### src/hw/rtl/bmce_pkg.sv
// ----------------------------------------------------------------------------
// bmce_pkg
// Shared types and constants for the boundary max-cut enumerator.
// ----------------------------------------------------------------------------
package bmce_pkg;

    localparam int MAX_VERTICES_DEF = 12;
    localparam int MAX_EDGES_DEF    = 128;
    localparam int MAX_EXTERNAL     = 7;

    localparam int VTX_W    = 4;
    localparam int VTX_SPAN = 2 ** VTX_W;
    localparam int MASK_W   = 6;
    localparam int CUT_W    = 8;
    localparam int NV_CFG_W = 4;
    localparam int NE_CFG_W = 3;
    localparam int PADDR_W  = 3;
    localparam int PDATA_W  = 32;

    localparam logic [NV_CFG_W-1:0] NV_RESET = NV_CFG_W'(4);
    localparam logic [NE_CFG_W-1:0] NE_RESET = NE_CFG_W'(3);

    localparam logic REG_IDX_NUM_VERTICES = 1'b0;
    localparam logic REG_IDX_NUM_EXTERNAL = 1'b1;

    typedef struct packed {
        logic [VTX_W-1:0] vertex_a;
        logic [VTX_W-1:0] vertex_b;
        logic             edge_valid;
        logic             last_edge;
    } bmce_req_t;

    typedef struct packed {
        logic [MASK_W-1:0] boundary_mask;
        logic [CUT_W-1:0]  max_cut;
        logic              last_result;
    } bmce_result_t;

    typedef enum logic [2:0] {
        ST_IDLE,
        ST_PREP,
        ST_READ,
        ST_ACC,
        ST_EMIT
    } bmce_state_t;

    typedef struct packed {
        logic load;
        logic prep;
        logic rd;
        logic acc;
        logic emit;
    } bmce_cmd_t;

    typedef struct packed {
        logic no_edges;
        logic last_idx;
        logic last_rem;
        logic last_mask;
    } bmce_status_t;

endpackage

### src/hw/rtl/bmce_ctrl.sv
// ----------------------------------------------------------------------------
// bmce_ctrl
// Sequencer that walks masks, internal colorings and stored edges.
// ----------------------------------------------------------------------------
module bmce_ctrl
    import bmce_pkg::*;
(
    input  logic         clk,
    input  logic         rst_n,
    input  logic         start,
    input  logic         last_edge,
    input  bmce_status_t status,
    output bmce_cmd_t    cmd,
    output logic         busy
);

    bmce_state_t state_reg;
    bmce_state_t state_next;

    always_ff @(posedge clk or negedge rst_n)
    begin
        if (!rst_n)
        begin
            state_reg <= ST_IDLE;
        end
        else
        begin
            state_reg <= state_next;
        end
    end

    always_comb
    begin
        state_next = state_reg;
        case (state_reg)
            ST_IDLE:
            begin
                if (start && last_edge)
                begin
                    state_next = ST_PREP;
                end
            end
            ST_PREP:
            begin
                state_next = status.no_edges ? ST_EMIT : ST_READ;
            end
            ST_READ:
            begin
                state_next = ST_ACC;
            end
            ST_ACC:
            begin
                if (status.last_idx && status.last_rem)
                begin
                    state_next = ST_EMIT;
                end
                else
                begin
                    state_next = ST_READ;
                end
            end
            ST_EMIT:
            begin
                if (status.last_mask)
                begin
                    state_next = ST_IDLE;
                end
                else
                begin
                    state_next = status.no_edges ? ST_EMIT : ST_READ;
                end
            end
            default:
            begin
                state_next = ST_IDLE;
            end
        endcase
    end

    always_comb
    begin
        cmd  = '0;
        busy = 1'b1;
        case (state_reg)
            ST_IDLE:
            begin
                busy     = 1'b0;
                cmd.load = start;
            end
            ST_PREP:
            begin
                cmd.prep = 1'b1;
            end
            ST_READ:
            begin
                cmd.rd = 1'b1;
            end
            ST_ACC:
            begin
                cmd.acc = 1'b1;
            end
            ST_EMIT:
            begin
                cmd.emit = 1'b1;
            end
            default:
            begin
                busy = 1'b1;
            end
        endcase
    end

endmodule

### src/hw/rtl/bmce_datapath.sv
// ----------------------------------------------------------------------------
// bmce_datapath
// Edge memory, loop counters and the cut accumulator with running maximum.
// ----------------------------------------------------------------------------
module bmce_datapath
    import bmce_pkg::*;
#(
    parameter int MAX_VERTICES = MAX_VERTICES_DEF,
    parameter int MAX_EDGES    = MAX_EDGES_DEF
)
(
    input  logic                clk,
    input  logic                rst_n,
    input  logic [NV_CFG_W-1:0] cfg_nv,
    input  logic [NE_CFG_W-1:0] cfg_ne,
    input  bmce_req_t           req,
    input  bmce_cmd_t           cmd,
    output bmce_status_t        status,
    output logic                result_valid,
    output bmce_result_t        result
);

    localparam int CNT_W  = $clog2(MAX_EDGES + 1);
    localparam int ADDR_W = (MAX_EDGES > 1) ? $clog2(MAX_EDGES) : 1;
    localparam int NV_W   = $clog2(MAX_VERTICES + 1);
    localparam int REM_W  = MAX_VERTICES;

    logic [2*VTX_W-1:0] mem [MAX_EDGES];
    logic [2*VTX_W-1:0] rd_data_reg;

    logic [CNT_W-1:0]    count_reg;
    logic [CNT_W-1:0]    count_next;
    logic [ADDR_W-1:0]   idx_reg;
    logic [REM_W-1:0]    rem_reg;
    logic [REM_W-1:0]    rem_max_reg;
    logic [MASK_W-1:0]   mask_reg;
    logic [MASK_W-1:0]   mask_max_reg;
    logic [CNT_W-1:0]    cut_reg;
    logic [CNT_W-1:0]    best_reg;
    logic [NV_W-1:0]     nv_reg;
    logic [NE_CFG_W-1:0] ne_reg;

    logic [NV_W-1:0]     nv_eff;
    logic [NE_CFG_W-1:0] ne_clip;
    logic [NE_CFG_W-1:0] ne_eff;
    logic [NV_W-1:0]     rem_bits;
    logic [REM_W:0]      rem_span;
    logic [MASK_W:0]     mask_span;
    logic [MASK_W-1:0]   mask_max;

    logic                store_ok;
    logic [VTX_W-1:0]    va;
    logic [VTX_W-1:0]    vb;
    logic                a_ok;
    logic                b_ok;
    logic [VTX_SPAN-1:0] colour;
    logic                contrib;
    logic [CNT_W-1:0]    cut_sum;
    logic [CNT_W-1:0]    best_new;

    assign store_ok = req.edge_valid && (count_reg < CNT_W'(MAX_EDGES));

    always_comb
    begin
        if ((NV_W + NV_CFG_W)'(cfg_nv) > (NV_W + NV_CFG_W)'(MAX_VERTICES))
        begin
            nv_eff = NV_W'(MAX_VERTICES);
        end
        else
        begin
            nv_eff = NV_W'(cfg_nv);
        end
        if (32'(cfg_ne) > 32'(MAX_EXTERNAL))
        begin
            ne_clip = NE_CFG_W'(MAX_EXTERNAL);
        end
        else
        begin
            ne_clip = cfg_ne;
        end
        if ((NV_W + NE_CFG_W)'(ne_clip) > (NV_W + NE_CFG_W)'(nv_eff))
        begin
            ne_eff = NE_CFG_W'(nv_eff);
        end
        else
        begin
            ne_eff = ne_clip;
        end
        rem_bits  = nv_eff - NV_W'(ne_eff);
        rem_span  = (REM_W + 1)'(1) << rem_bits;
        mask_span = (MASK_W + 1)'(1) << (ne_eff - NE_CFG_W'(1));
        mask_max  = (ne_eff == '0) ? '0 : MASK_W'(mask_span - (MASK_W + 1)'(1));
    end

    assign va      = rd_data_reg[VTX_W-1:0];
    assign vb      = rd_data_reg[2*VTX_W-1:VTX_W];
    assign a_ok    = (NV_W + VTX_W)'(va) < (NV_W + VTX_W)'(nv_reg);
    assign b_ok    = (NV_W + VTX_W)'(vb) < (NV_W + VTX_W)'(nv_reg);
    assign colour  = VTX_SPAN'(mask_reg) | (VTX_SPAN'(rem_reg) << ne_reg);
    assign contrib = a_ok && b_ok && (colour[va] ^ colour[vb]);
    assign cut_sum = cut_reg + CNT_W'(contrib);
    assign best_new = (cut_sum > best_reg) ? cut_sum : best_reg;

    assign status.no_edges  = (count_reg == '0);
    assign status.last_idx  = (CNT_W'(idx_reg) == count_reg - CNT_W'(1));
    assign status.last_rem  = (rem_reg == rem_max_reg);
    assign status.last_mask = (mask_reg == mask_max_reg);

    assign result_valid         = cmd.emit;
    assign result.boundary_mask = mask_reg;
    assign result.max_cut       = CUT_W'(best_reg);
    assign result.last_result   = status.last_mask;

    always_ff @(posedge clk)
    begin
        if (cmd.load && store_ok)
        begin
            mem[count_reg[ADDR_W-1:0]] <= {req.vertex_b, req.vertex_a};
        end
        if (cmd.rd)
        begin
            rd_data_reg <= mem[idx_reg];
        end
    end

    always_comb
    begin
        count_next = count_reg;
        if (cmd.load && store_ok)
        begin
            count_next = count_reg + CNT_W'(1);
        end
        else if (cmd.emit && status.last_mask)
        begin
            count_next = '0;
        end
    end

    always_ff @(posedge clk or negedge rst_n)
    begin
        if (!rst_n)
        begin
            count_reg <= '0;
        end
        else
        begin
            count_reg <= count_next;
        end
    end

    always_ff @(posedge clk)
    begin
        if (cmd.prep)
        begin
            nv_reg       <= nv_eff;
            ne_reg       <= ne_eff;
            rem_max_reg  <= REM_W'(rem_span - (REM_W + 1)'(1));
            mask_max_reg <= mask_max;
            idx_reg      <= '0;
            rem_reg      <= '0;
            mask_reg     <= '0;
            cut_reg      <= '0;
            best_reg     <= '0;
        end
        else if (cmd.acc)
        begin
            if (status.last_idx)
            begin
                best_reg <= best_new;
                cut_reg  <= '0;
                idx_reg  <= '0;
                if (!status.last_rem)
                begin
                    rem_reg <= rem_reg + REM_W'(1);
                end
            end
            else
            begin
                cut_reg <= cut_sum;
                idx_reg <= idx_reg + ADDR_W'(1);
            end
        end
        else if (cmd.emit)
        begin
            mask_reg <= mask_reg + MASK_W'(1);
            rem_reg  <= '0;
            best_reg <= '0;
            cut_reg  <= '0;
            idx_reg  <= '0;
        end
    end

endmodule

### src/hw/rtl/boundary_max_cut_enumerator_unit.sv
// ----------------------------------------------------------------------------
// boundary_max_cut_enumerator_unit
// Loads a graph edge by edge and reports the maximum cut for each boundary
// coloring of the external vertices in which the highest one is colored 0.
// ----------------------------------------------------------------------------
// Edges are taken one request per cycle while busy is low; a request without
// the last mark gives no result.
// A run passes a prepare state, then for every mask and internal coloring reads
// each stored edge from memory and accumulates it, then emits the mask's result.
// Results come one per mask, one cycle each; the receiver cannot stall them.
// Reset clears the edge count and sets num_vertices to 4 and num_external to 3.
module boundary_max_cut_enumerator_unit
    import bmce_pkg::*;
#(
    parameter int MAX_VERTICES = MAX_VERTICES_DEF,
    parameter int MAX_EDGES    = MAX_EDGES_DEF
)
(
    input  logic               clk,
    input  logic               rst_n,
    input  logic               start,
    output logic               busy,
    input  bmce_req_t          req,
    output logic               result_valid,
    output bmce_result_t       result,
    input  logic               psel,
    input  logic               penable,
    input  logic               pwrite,
    input  logic [PADDR_W-1:0] paddr,
    input  logic [PDATA_W-1:0] pwdata,
    output logic [PDATA_W-1:0] prdata,
    output logic               pready
);

    logic [NV_CFG_W-1:0] cfg_nv_reg;
    logic [NE_CFG_W-1:0] cfg_ne_reg;
    logic                reg_sel;
    logic                wr_en;
    bmce_cmd_t           cmd;
    bmce_status_t        status;

    assign pready  = 1'b1;
    assign reg_sel = paddr[2];
    assign wr_en   = psel && penable && pwrite;

    always_ff @(posedge clk or negedge rst_n)
    begin
        if (!rst_n)
        begin
            cfg_nv_reg <= NV_RESET;
            cfg_ne_reg <= NE_RESET;
        end
        else if (wr_en)
        begin
            case (reg_sel)
                REG_IDX_NUM_VERTICES: cfg_nv_reg <= pwdata[NV_CFG_W-1:0];
                REG_IDX_NUM_EXTERNAL: cfg_ne_reg <= pwdata[NE_CFG_W-1:0];
                default:              cfg_nv_reg <= cfg_nv_reg;
            endcase
        end
    end

    always_comb
    begin
        case (reg_sel)
            REG_IDX_NUM_VERTICES: prdata = PDATA_W'(cfg_nv_reg);
            REG_IDX_NUM_EXTERNAL: prdata = PDATA_W'(cfg_ne_reg);
            default:              prdata = '0;
        endcase
    end

    bmce_ctrl u_ctrl (
        .clk       (clk),
        .rst_n     (rst_n),
        .start     (start),
        .last_edge (req.last_edge),
        .status    (status),
        .cmd       (cmd),
        .busy      (busy)
    );

    bmce_datapath #(
        .MAX_VERTICES (MAX_VERTICES),
        .MAX_EDGES    (MAX_EDGES)
    ) u_datapath (
        .clk          (clk),
        .rst_n        (rst_n),
        .cfg_nv       (cfg_nv_reg),
        .cfg_ne       (cfg_ne_reg),
        .req          (req),
        .cmd          (cmd),
        .status       (status),
        .result_valid (result_valid),
        .result       (result)
    );

    a_result_only_when_busy: assert property (
        @(posedge clk) disable iff (!rst_n) result_valid |-> busy)
        else $error("Result strobe outside a run.");

    a_last_result_ends_run: assert property (
        @(posedge clk) disable iff (!rst_n)
        result_valid && result.last_result |=> !busy)
        else $error("Run did not end after its final result.");

    a_more_results_follow: assert property (
        @(posedge clk) disable iff (!rst_n)
        result_valid && !result.last_result |=> busy)
        else $error("Run ended before its final result.");

    a_plain_request_stays_idle: assert property (
        @(posedge clk) disable iff (!rst_n)
        start && !busy && !req.last_edge |=> !busy && !result_valid)
        else $error("Request without the last mark started a run.");

endmodule
### config.mk
export PLATFORM = sky130hd
export DESIGN_NAME = boundary_max_cut_enumerator_unit
export DESIGN_NICKNAME = d
export VERILOG_FILES = /design/src/hw/rtl/bmce_pkg.sv /design/src/hw/rtl/bmce_ctrl.sv /design/src/hw/rtl/bmce_datapath.sv /design/src/hw/rtl/boundary_max_cut_enumerator_unit.sv
export SDC_FILE = /design/constraint.sdc
export NUM_CORES = 1
export LEC_CHECK = 0
export ABC_AREA = 1
export BUFFER_PORTS_ARGS = -buffer_cell sky130_fd_sc_hd__buf_2
export CORE_UTILIZATION = 45
export DETAILED_ROUTE_END_ITERATION = 10
export PLACE_DENSITY = 0.66
export SYNTH_ARGS = -nofsm -noshare
export SYNTH_HDL_FRONTEND = slang
export SYNTH_HIERARCHICAL = 1
export SYNTH_SLANG_ARGS = --single-unit
### constraint.sdc
create_clock -name clk -period 5.5 [get_ports clk]
set_clock_uncertainty 0.05 [all_clocks]
set_input_delay 0.55 -clock clk [delete_from_list [all_inputs] [get_ports clk]]
set_output_delay 0.55 -clock clk [all_outputs]
set_load 0.005 [all_outputs]
==> reports/qor.csv <==
metric,value,unit
status,"finished, final reports clean",
Post-Route WL,115000,um
worst setup path end,u_datapath/rem_max_reg[6],
Final Util,0.499,
initial core utilization,0.454,
Final setup viols,0,
max reg flops,1024,
DR DRC count,0,
"CTS clk-pin slew, worst paths",0.06,ns
synth warn,6,
"slowest stage delay, CP",0.59,ns
most frequent cells in the layout,"edfxtp_1 (1,057), nand2_1 (756), nor2_1 (429)",
Synth Register Bits,1116,
CP cell instances,nand2_1 -> nand2_1 -> inv_1 -> ha_1 -> o21bai_1 -> a21oi_1 -> nor2_1 -> nand2_1 -> o21ai_1 -> ha_1 -> inv_1 -> fa_1 -> xnor2_1 -> inv_1 -> nor3_1 -> nand2_1 -> ha_1 -> nand2_1 -> nor2_1 -> xnor2_1 -> inv_1,
DR vias,30220,
GPL Wtd Cong,0.866,
routed length per instance,21.5,um
P_sw,3.56,mW
dpl cells,5160,
Hold Fails Final Rpt,0,
grt total ovfl,0,
TritonCTS clock tree,yes,
Avg Synthesized Cell Area,11.9,um2
Worst setup EP type,flop,
Most used DFF post-synth,edfxtp_1,
max-slew violations,0,
vias in the first global route,28487,
Synth Instances,3941,
first-pass GRT wire length,174000,um
number of setup buffers added after CTS,0,
Comb pwr share,0.036,
Antenna Nets Post-Route,0,
cell taking the most area after synthesis,edfxtp_1,
Synth Cell Area,47100,um2
Avg Vias per Cell,5.63,
largest net degree at the start of global routing,194,
Row Count,118,
Post-CTS Hold Fix Bufs,1,
share of cells above drive strength 1,0.0683,
DIE WIDTH,325,um
synth unique cells,50,
part of the power in registers,0.546,
IO Pins,101,
unrepaired setup endpoints after global routing,false,
min cycle time layout,4.51,ns
Clock power frac,0.418,
WP data required,5.87,ns
R2R depth,21,
Die ar.,106000,um2
fin crit share,0.820,
max-capacitance violation count,0,
Hold Crit Class,primary input to flop,
worst r2r dst,u_datapath/rem_max_reg[6],
top-area cell type share of the netlist area,0.674,
# clock sinks,1116,
area delta synth->final,9.96,%
crit-path most repeated cell,nand2_1,
initial antenna violation count,0,
clk buf depth,3,
CP Max Fanout,7,
cts bufs inserted,110,
Final HPWL DP,65000,um
internal power,13.6,mW
Nets,3974,
ys async rst share,0.0161,
Leak Pwr,17.7,nW
Hold Startpoint,pwdata[1],
Post-Layout Cell Count,5363,
Core Footprint,104000,um2
Pwr Total,17.2,mW
post-CTS resize count,0,
critical path's slowest cell,dfstp_2,
Setup Crit Path Kind,flop to flop,
clock root buffer,clkbuf_16,
CP startpoint,cfg_nv_reg[2],
RR Startpoint,cfg_nv_reg[2],
initial DRC count,3214,
VDD IR max,0.283,mV
R2R Setup Slk,0.99,ns
"leading cell type in the layout, fill and taps excluded",edfxtp_1,
total track usage,0.215,
number of port buffers,41,
CP Data Arrival Time,4.88,ns
power per cell area,332,nW/um2
synth top area cells,"edfxtp_1 (67%), nand2_1 (6.0%), nor2_1 (3.4%), nand3_1 (2.9%), o21ai_0 (2.8%)",
worst-margin pin slew,1.23,ns
clk_lat worst skew,0.68,ns
DIE HEIGHT,325,um
H-tree depth,3,
register area share after synthesis,0.701,
CP startpoint kind,flop,
drt first pass iters,6,
Sw Ratio,0.207,
Final TNS setup,0,ns
"EDFF count, synth",1057,
Fmax,222,MHz
Slew headroom,0.179,
==> cell usage after synthesis (2+ instances only) <==
library cell	n
mux2i_1	128
o21ai_1	6
nor3b_1	2
nor3_1	18
or2_2	3
clkbuf_1	166
o22ai_1	121
nor2_4	4
dfxtp_1	41
clkinv_1	5
conb_1	2
o21ai_0	261
or2_1	2
buf_4	31
nand2_1	758
dfrtp_1	15
a21oi_1	192
inv_1	98
nand2_2	5
buf_2	51
o21bai_1	2
nand3b_1	4
dfstp_2	3
inv_2	8
nor4_1	2
nor2_2	4
edfxtp_1	1057
xor2_1	25
buf_6	3
nand3_1	270
a21o_1	2
xnor2_1	23
nand4_1	7
o211ai_1	130
nand3_2	2
nor2_1	430
ha_1	29
buf_1	19
==> cell families after synthesis <==
kind of cell,count (synthesis),share of synthesized area
compound gates,720,0.0873
buf+inv,382,0.0349
mux,128,0.0272
flops,1116,0.701
fa+ha+maj,30,0.00813
simple gates,1514,0.132
other cells,2,0.000160
xor+xnor,49,0.00928
==> per-layer routing <==
layer | vias to the layer above | GRT usage | part of all wire
li1 | 14022 | - | -
met1 | 14817 | 0.311 | 0.43
met2 | 1202 | 0.336 | 0.46
met3 | 179 | 0.0297 | 0.077
met4 | 0 | 0.0678 | 0.029
met5 | - | 0 | 0
==> layout make-up <==
type                       count  area (um2)
antenna                        1        2.50
clock buffer                 141        2890
clock inverter                60         512
fill                        8920       51900
inverter                     112         438
multi-input combinational   2470       12500
sequential                  1116       33000
tap                         1380        1730
timing repair buffer          83         631
==> worst max-delay path: cells and delay by family (launching register included) <==
kind | cells | cell delay (ns)
AOI/OAI and AO/OA | 3 | 0.62
xor gates and xnor gates | 2 | 0.57
adders and majority gates | 4 | 1.02
buffers and inverters | 4 | 0.42
DFF | 1 | 0.59
and+or+nand+nor | 8 | 1.00
==> worst min path at each step <==
stage | slack (ns) | to | depth (start not counted)
floorplan | 0.20 | cfg_ne_reg[2] | 0
global placement | 0.41 | u_datapath/cut_reg[0] | 2
detailed placement | 0.42 | u_datapath/cut_reg[0] | 2
CTS | 0.02 | cfg_ne_reg[1] | 3
global route | 0.06 | cfg_nv_reg[2] | 3
finish | 0.06 | cfg_ne_reg[1] | 3
==> power groups by stage <==
stage	Combinational [mW]	Sequential, mW	Clock, mW
6_report	0.626	9.37	7.17
3_3_place_gp	0.597	9.54	0
4_1_cts	0.627	9.36	7.28
3_5_place_dp	0.625	9.54	0
5_1_grt	0.699	9.36	7.60
2_1_floorplan	0.390	9.54	0
==> stage by stage <==
| step | area, um2 | setup slack (ns) | hold slack [ns] |
|---|---|---|---|
| finish | 51800 | 0.991 | 0.0559 |
| global route | 51800 | 0.484 | 0.0573 |
| CTS | 51800 | 1.02 | 0.0206 |
| detailed placement | 48400 | 1.04 | 0.418 |
| global placement | 48400 | 1.08 | 0.409 |
| floorplan | 47200 | 1.74 | 0.204 |
No activity file was read; power rests on OpenSTA's default activity.
